File: src/rtl/pse_pkg.sv
// Shared constants, codes and helper functions of the postfix stack evaluator.
package pse_pkg;

  localparam int STACK_DEPTH = 16;
  localparam int DATA_WIDTH  = 32;
  localparam int CNT_W       = $clog2(STACK_DEPTH + 1);
  localparam int ADDR_W      = $clog2(STACK_DEPTH);
  localparam int DIV_CNT_W   = $clog2(DATA_WIDTH);

  typedef enum logic [2:0] {
    MODE_PUSH = 3'd0,
    MODE_ADD  = 3'd1,
    MODE_SUB  = 3'd2,
    MODE_MUL  = 3'd3,
    MODE_DIV  = 3'd4
  } mode_t;

  typedef enum logic [1:0] {
    ST_OK    = 2'd0,
    ST_UNDER = 2'd1,
    ST_OVER  = 2'd2,
    ST_DIVZ  = 2'd3
  } status_t;

  typedef enum logic [2:0] {
    S_IDLE,
    S_DECODE,
    S_READ,
    S_DIV,
    S_SIGN,
    S_WB,
    S_FINISH
  } state_t;

  function automatic logic [DATA_WIDTH-1:0] to_data(input logic [31:0] v);
    logic [63:0] e;
    e = 64'(signed'(v));
    return e[DATA_WIDTH-1:0];
  endfunction

  function automatic logic [31:0] from_data(input logic [DATA_WIDTH-1:0] v);
    logic [63:0] e;
    e = 64'(signed'(v));
    return e[31:0];
  endfunction

endpackage

File: src/rtl/pse_ram.sv
// Generic single-port-write, single-port-read RAM with a registered read.
module pse_ram #(
  parameter int WIDTH = 32,
  parameter int DEPTH = 16
) (
  input  logic                     clk,
  input  logic                     we,
  input  logic [$clog2(DEPTH)-1:0] waddr,
  input  logic [WIDTH-1:0]         wdata,
  input  logic [$clog2(DEPTH)-1:0] raddr,
  output logic [WIDTH-1:0]         rdata
);

  logic [WIDTH-1:0] mem [DEPTH];

  always_ff @(posedge clk) begin
    if (we) begin
      mem[waddr] <= wdata;
    end
    rdata <= mem[raddr];
  end

endmodule

File: src/rtl/postfix_stack_evaluator.sv
// Top level of the postfix stack evaluator: token input, stack memory, ALU and result output.
//
// Each input transaction carries one token: in_tuser holds the token kind (push, add,
// subtract, multiply, divide) and in_tdata the number to push. Every token produces
// exactly one output transaction that reports the top entry, the number of entries
// held and a status code (ok, underflow, overflow, divide by zero).
// The stack lives in a RAM with a registered read; the top entry is also kept in a
// register, so an operator needs only one RAM read, for the entry below the top.
// Push and rejected tokens pass through the decode and finish steps; add, subtract
// and multiply through decode, read, write-back and finish; divide through decode,
// read, divide, sign, write-back and finish, where the restoring divider makes one
// quotient bit per cycle. The next token is accepted only after the result has
// been loaded into the output register.
// One token is processed at a time; in_tready is high only while the block waits
// for a token. The output register lets the next token be accepted and worked on
// while the previous result still waits; if out_tready stays low, the new token
// halts at its last step until the output register is free.
// Reset empties the stack and clears the output valid flag; stack entries are
// never read before they are written.
module postfix_stack_evaluator
  import pse_pkg::*;
(
  input  logic        clk,
  input  logic        rst_n,
  input  logic        in_tvalid,
  output logic        in_tready,
  input  logic [31:0] in_tdata,   // [31:0] operand_value
  input  logic [2:0]  in_tuser,   // [2:0] mode
  output logic        out_tvalid,
  input  logic        out_tready,
  output logic [39:0] out_tdata,  // [31:0] top_value, [36:32] stack_depth, [39:37] zero
  output logic [1:0]  out_tuser   // [1:0] status
);

  state_t                state_r, state_nxt;
  logic [2:0]            mode_r, mode_nxt;
  logic [DATA_WIDTH-1:0] val_r, val_nxt;
  logic [CNT_W-1:0]      cnt_r, cnt_nxt;
  logic [DATA_WIDTH-1:0] top_r, top_nxt;
  logic [1:0]            status_r, status_nxt;
  logic [DATA_WIDTH-1:0] res_r, res_nxt;
  logic [DATA_WIDTH-1:0] rem_r, rem_nxt;
  logic [DATA_WIDTH-1:0] quo_r, quo_nxt;
  logic [DATA_WIDTH-1:0] dvs_r, dvs_nxt;
  logic                  neg_r, neg_nxt;
  logic [DIV_CNT_W-1:0]  dcnt_r, dcnt_nxt;
  logic                  out_valid_r, out_valid_nxt;
  logic [31:0]           out_top_r, out_top_nxt;
  logic [CNT_W-1:0]      out_depth_r, out_depth_nxt;
  logic [1:0]            out_status_r, out_status_nxt;

  logic                  ram_we;
  logic [ADDR_W-1:0]     ram_waddr;
  logic [DATA_WIDTH-1:0] ram_wdata;
  logic [ADDR_W-1:0]     ram_raddr;
  logic [DATA_WIDTH-1:0] ram_rdata;

  logic [CNT_W-1:0]      cnt_m2;
  logic [DATA_WIDTH:0]   div_shift;
  logic [DATA_WIDTH:0]   div_diff;

  pse_ram #(
    .WIDTH(DATA_WIDTH),
    .DEPTH(STACK_DEPTH)
  ) u_stack_ram (
    .clk  (clk),
    .we   (ram_we),
    .waddr(ram_waddr),
    .wdata(ram_wdata),
    .raddr(ram_raddr),
    .rdata(ram_rdata)
  );

  assign cnt_m2    = cnt_r - CNT_W'(2);
  assign div_shift = {rem_r, quo_r[DATA_WIDTH-1]};
  assign div_diff  = div_shift - {1'b0, dvs_r};

  assign in_tready  = (state_r == S_IDLE);
  assign out_tvalid = out_valid_r;
  assign out_tdata  = {3'b000, out_depth_r, out_top_r};
  assign out_tuser  = out_status_r;

  always_comb begin
    state_nxt      = state_r;
    mode_nxt       = mode_r;
    val_nxt        = val_r;
    cnt_nxt        = cnt_r;
    top_nxt        = top_r;
    status_nxt     = status_r;
    res_nxt        = res_r;
    rem_nxt        = rem_r;
    quo_nxt        = quo_r;
    dvs_nxt        = dvs_r;
    neg_nxt        = neg_r;
    dcnt_nxt       = dcnt_r;
    out_valid_nxt  = out_valid_r;
    out_top_nxt    = out_top_r;
    out_depth_nxt  = out_depth_r;
    out_status_nxt = out_status_r;
    ram_we         = 1'b0;
    ram_waddr      = cnt_r[ADDR_W-1:0];
    ram_wdata      = val_r;
    ram_raddr      = cnt_m2[ADDR_W-1:0];

    if (out_valid_r && out_tready) begin
      out_valid_nxt = 1'b0;
    end

    case (state_r)
      S_IDLE: begin
        if (in_tvalid) begin
          mode_nxt  = in_tuser;
          val_nxt   = to_data(in_tdata);
          state_nxt = S_DECODE;
        end
      end
      S_DECODE: begin
        status_nxt = ST_OK;
        state_nxt  = S_FINISH;
        case (mode_r)
          MODE_PUSH: begin
            if (cnt_r >= CNT_W'(STACK_DEPTH)) begin
              status_nxt = ST_OVER;
            end else begin
              ram_we  = 1'b1;
              top_nxt = val_r;
              cnt_nxt = cnt_r + CNT_W'(1);
            end
          end
          MODE_ADD, MODE_SUB, MODE_MUL, MODE_DIV: begin
            if (cnt_r < CNT_W'(2)) begin
              status_nxt = ST_UNDER;
            end else if (mode_r == MODE_DIV && top_r == '0) begin
              status_nxt = ST_DIVZ;
            end else begin
              state_nxt = S_READ;
            end
          end
          default: begin
            status_nxt = ST_OK;
          end
        endcase
      end
      S_READ: begin
        state_nxt = S_WB;
        case (mode_r)
          MODE_ADD: res_nxt = ram_rdata + top_r;
          MODE_SUB: res_nxt = ram_rdata - top_r;
          MODE_MUL: res_nxt = ram_rdata * top_r;
          default: begin
            rem_nxt   = '0;
            quo_nxt   = ram_rdata[DATA_WIDTH-1] ? -ram_rdata : ram_rdata;
            dvs_nxt   = top_r[DATA_WIDTH-1] ? -top_r : top_r;
            neg_nxt   = ram_rdata[DATA_WIDTH-1] ^ top_r[DATA_WIDTH-1];
            dcnt_nxt  = '0;
            state_nxt = S_DIV;
          end
        endcase
      end
      S_DIV: begin
        if (!div_diff[DATA_WIDTH]) begin
          rem_nxt = div_diff[DATA_WIDTH-1:0];
          quo_nxt = {quo_r[DATA_WIDTH-2:0], 1'b1};
        end else begin
          rem_nxt = div_shift[DATA_WIDTH-1:0];
          quo_nxt = {quo_r[DATA_WIDTH-2:0], 1'b0};
        end
        dcnt_nxt = dcnt_r + DIV_CNT_W'(1);
        if (dcnt_r == DIV_CNT_W'(DATA_WIDTH - 1)) begin
          state_nxt = S_SIGN;
        end
      end
      S_SIGN: begin
        res_nxt   = neg_r ? -quo_r : quo_r;
        state_nxt = S_WB;
      end
      S_WB: begin
        ram_we    = 1'b1;
        ram_waddr = cnt_m2[ADDR_W-1:0];
        ram_wdata = res_r;
        top_nxt   = res_r;
        cnt_nxt   = cnt_r - CNT_W'(1);
        state_nxt = S_FINISH;
      end
      S_FINISH: begin
        if (!out_valid_r || out_tready) begin
          out_valid_nxt  = 1'b1;
          out_top_nxt    = (cnt_r != '0) ? from_data(top_r) : 32'd0;
          out_depth_nxt  = cnt_r;
          out_status_nxt = status_r;
          state_nxt      = S_IDLE;
        end
      end
      default: begin
        state_nxt = S_IDLE;
      end
    endcase
  end

  always_ff @(posedge clk) begin
    if (!rst_n) begin
      state_r     <= S_IDLE;
      cnt_r       <= '0;
      out_valid_r <= 1'b0;
    end else begin
      state_r     <= state_nxt;
      cnt_r       <= cnt_nxt;
      out_valid_r <= out_valid_nxt;
    end
    mode_r       <= mode_nxt;
    val_r        <= val_nxt;
    top_r        <= top_nxt;
    status_r     <= status_nxt;
    res_r        <= res_nxt;
    rem_r        <= rem_nxt;
    quo_r        <= quo_nxt;
    dvs_r        <= dvs_nxt;
    neg_r        <= neg_nxt;
    dcnt_r       <= dcnt_nxt;
    out_top_r    <= out_top_nxt;
    out_depth_r  <= out_depth_nxt;
    out_status_r <= out_status_nxt;
  end

endmodule

File: config.mk
export PLATFORM = sky130hd
export DESIGN_NAME = postfix_stack_evaluator
export DESIGN_NICKNAME = d
export VERILOG_FILES = /design/src/rtl/pse_pkg.sv /design/src/rtl/pse_ram.sv /design/src/rtl/postfix_stack_evaluator.sv
export SDC_FILE = /design/constraint.sdc
export NUM_CORES = 2
export LEC_CHECK = 0
export ABC_AREA = 1
export ABC_CLOCK_PERIOD_IN_PS = 9080
export BUFFER_PORTS_ARGS = -buffer_cell sky130_fd_sc_hd__buf_2
export CORE_ASPECT_RATIO = 1.1
export CORE_MARGIN = 3
export CORE_UTILIZATION = 55
export CTS_BUF_LIST = sky130_fd_sc_hd__clkbuf_8
export DETAILED_ROUTE_END_ITERATION = 12
export GPL_TIMING_DRIVEN = 0
export PLACE_DENSITY = 0.81
export SYNTH_ARGS = -nofsm -noshare
export SYNTH_HDL_FRONTEND = slang
export SYNTH_SLANG_ARGS = --single-unit
export TNS_END_PERCENT = 1
File: constraint.sdc
create_clock -name clk -period 9.08 [get_ports clk]
set_input_delay 0.454 -clock clk [delete_from_list [all_inputs] [get_ports clk]]
set_output_delay 0.454 -clock clk [all_outputs]
set_load 0.01 [all_outputs]
==> impl_metrics.env <==
export IMPL_clock_skew_final_ns=0.04613
export IMPL_syn_cell_area_mm2=0.05371
export IMPL_core_area_mm2=0.09633
export IMPL_setup_violations=1
export IMPL_path_clk_slew_ns=0.07
export IMPL_place_area_mm2=0.05625
export IMPL_postSynth_asyncResetShare_pct=0
export IMPL_rsz0062_at_grt="true"
export IMPL_layout_drive_gt1_share_pct=6.270
export IMPL_synth_edf_count=754
export IMPL_critPathArrivalTime_ns=9.73
export IMPL_post_route_period_util_pct=100.1
export IMPL_required_ns=9.72
export IMPL_die_width_um=304.0
export IMPL_ys_flop_type="edfxtp_1"
export IMPL_worst_pin_slew_ns=1.653
export IMPL_cts_tree="built"
export IMPL_drt_pass1_iterations=7
export IMPL_fmax_mhz=110.1
export IMPL_vias=44580
export IMPL_seq_area_frac_synth_pct=43.68
export IMPL_clk_latency_ns=0.81
export IMPL_mostFrequentLayoutCells="nand2_1, inv_1, edfxtp_1"
export IMPL_fin_area_mm2=0.05915
export IMPL_cts_buffer_depth=3
export IMPL_fp_dieH_um=333.8
export IMPL_fin_tns_setup_ns=-0.006400
export IMPL_antenna_found_initial=12
export IMPL_synth_distinct_cells=65
export IMPL_max_slew_margin_pct=-10.99
export IMPL_wl_per_cell_um=25.44
export IMPL_dp_hpwl_um=141200
export IMPL_drv_slew=8
export IMPL_die_area_mm2=0.1014
export IMPL_drtIter0Drc=6696
export IMPL_outcome="finished with violations"
export IMPL_num_rows=119
export IMPL_cts_root_buffer="clkbuf_8"
export IMPL_vias_per_cell=6.025
export IMPL_postCtsSetupBuffers=0
export IMPL_final_common_cell="nand2_1"
export IMPL_grt_pass1_wl_um=275200
export IMPL_grt_ovfl_total=0
export IMPL_areaGrowthSynthToFinish_pct=10.13
export IMPL_ff2ff_setup_slack_ns=-0.006
export IMPL_finalCriticalPeriod_ns=9.086
export IMPL_cts_inserted_buffers=118
export IMPL_ios=83
export IMPL_routed_wl_um=188300
export IMPL_clock_sinks=795
export IMPL_holdWs_ns=0.09778
export IMPL_initial_core_util_pct=55.76
export IMPL_grt_max_degree=43
export IMPL_violations="capacitance limit, slew limit, setup timing"
export IMPL_synth_seq_cells=795
export IMPL_grt_pass1_vias=43850
export IMPL_crit_fanout=10
export IMPL_start_kind="register"
export IMPL_io_buffers=79
export IMPL_maxCapViolCount=1
export IMPL_grt_total_usage_pct=36.68
export IMPL_layout_nets=6673
export IMPL_gp_congestion=1.033
export IMPL_fin_util_pct=61.40
export IMPL_cts_htree_levels=3
export IMPL_timing_final_hold_violations=0
export IMPL_worstSetupEndpointType="register"
export IMPL_syn_inst=5763
export IMPL_hold_class="primary input to register"
export IMPL_postLayoutSetupSlackWorst_ns=-0.006400
export IMPL_syn_mean_instance_area_um2=9.320
export IMPL_ant_nets=0
export IMPL_yosys_warnings=0
export IMPL_path_class="register to register"
export IMPL_route_detailed_drc=0
-- cells by family (layout without fill, tap and decap cells) --
| group | Yosys count | after routing | synth area share (%) |
|---|---|---|---|
| AND/OR/NAND/NOR | 2034 | 2034 | 15.47 |
| buffers and inverters | 1306 | 1665 | 9.246 |
| AO/OA/AOI/OAI | 901 | 901 | 9.742 |
| flip-flops | 795 | 795 | 43.68 |
| adder cells (fa/ha/maj) | 611 | 611 | 19.98 |
| XOR/XNOR | 115 | 115 | 1.875 |
| other | 1 | 8 | 0.006982 |
-- worst max-delay path, stage by stage, from the launching register on --
cell and delay [ns]:
dfxtp_1 0.48, clkbuf_1 0.78, clkbuf_1 0.64, nand2_1 0.13, inv_1 0.12, fa_1 0.39, inv_1 0.08, fa_1 0.42
fa_1 0.49, fa_1 0.56, inv_1 0.06, fa_1 0.48, fa_1 0.62, fa_1 0.48, fa_1 0.47, ha_1 0.46
nand2_1 0.15, nor4_1 0.67, nand4_1 0.25, nand3_1 0.13, nand2_1 0.05, o21ai_0 0.79, nand2_1 0.11, nand2_1 0.11
-- metrics by stage --
stage / setup WS, ns / cells
4_1_cts: 0.002389 / 7394
3_5_place_dp: -0.09895 / 7136
6_report: -0.006400 / 7399
2_1_floorplan: 2.271 / 5765
3_3_place_gp: -0.04274 / 7114
5_1_grt: -0.02149 / 7395
-- state kept, by name (all words and copies together) (netlist names) --
signal,flops
u_stack_ram.mem,512
dvs_r,32
out_top_r,32
quo_r,32
rem_r,32
res_r,32
top_r,32
u_stack_ram.rdata,32
val_r,32
cnt_r,5
dcnt_r,5
out_depth_r,5
mode_r,3
state_r,3
out_tuser,2
status_r,2
neg_r,1
out_tvalid,1
-- layer usage --
metal	routed length [um]	share of wire, %	vias up	track usage [%]
met5	23	0.012	-	0
met4	15550	8.3	4	24.04
met3	24210	13	831	8.619
met2	84910	45	3455	58.38
met1	63570	34	21090	45.08
li1	-	-	19190	-
-- Yosys cell counts, drive strengths merged, types with 2 or more instances --
master | n | area [um2]
o21a | 5 | 37.54
clkbuf | 233 | 874.6
o211ai | 36 | 270.3
o221ai | 106 | 928.4
nor3b | 2 | 15.01
buf | 71 | 327.8
o21bai | 17 | 127.6
a21oi | 161 | 813.3
nand3 | 158 | 818.3
nand4 | 23 | 150.1
o22ai | 30 | 187.7
or2 | 19 | 123.9
and2 | 2 | 12.51
xnor2 | 35 | 306.5
nand2 | 1230 | 4629
a21o | 16 | 120.1
nor4 | 15 | 151.4
o31ai | 4 | 35.03
a21boi | 3 | 22.52
edfxtp | 754 | 22640
a31oi | 18 | 112.6
o21ai | 492 | 2462
ha | 200 | 2502
fa | 411 | 8228
nand3b | 10 | 75.07
nor3 | 44 | 266.5
dfxtp | 41 | 820.8
nor2 | 529 | 2053
inv | 997 | 3745
clkinv | 5 | 18.77
a221oi | 6 | 52.55
xor2 | 80 | 700.7
-- layout make-up --
type / instances / area [um2]
Sequential cell: 795 / 23460
Tap cell: 1270 / 1589
Clock buffer: 127 / 1748
Clock inverter: 94 / 709.4
Timing Repair Buffer: 139 / 1191
Fill cell: 7777 / 37180
Antenna cell: 5 / 12.51
Inverter: 1002 / 3765
Multi-Input combinational cell: 3664 / 25430
Buffer: 303 / 1241
-- final timing paths --
kind	from	endpoint	depth (start not counted)
hold reg to reg	status_r[0]	out_tuser[0]	0
setup reg to reg	u_stack_ram.rdata[18]	res_r[30]	23
setup / recovery	u_stack_ram.rdata[18]	res_r[30]	23
hold / removal	in_tvalid	state_r[2]	5
-- timing repair --
action | in CTS | in global routing
setup endpoints to repair | 4 | 7
hold endpoints to repair | 40 | 0
hold buffers | 37 | 0
resized for setup | 7 | 33
pin swaps | 0 | 0
Power is not shown: default switching activity piles up to over one toggle a cycle in this logic, so the estimate is an artifact.
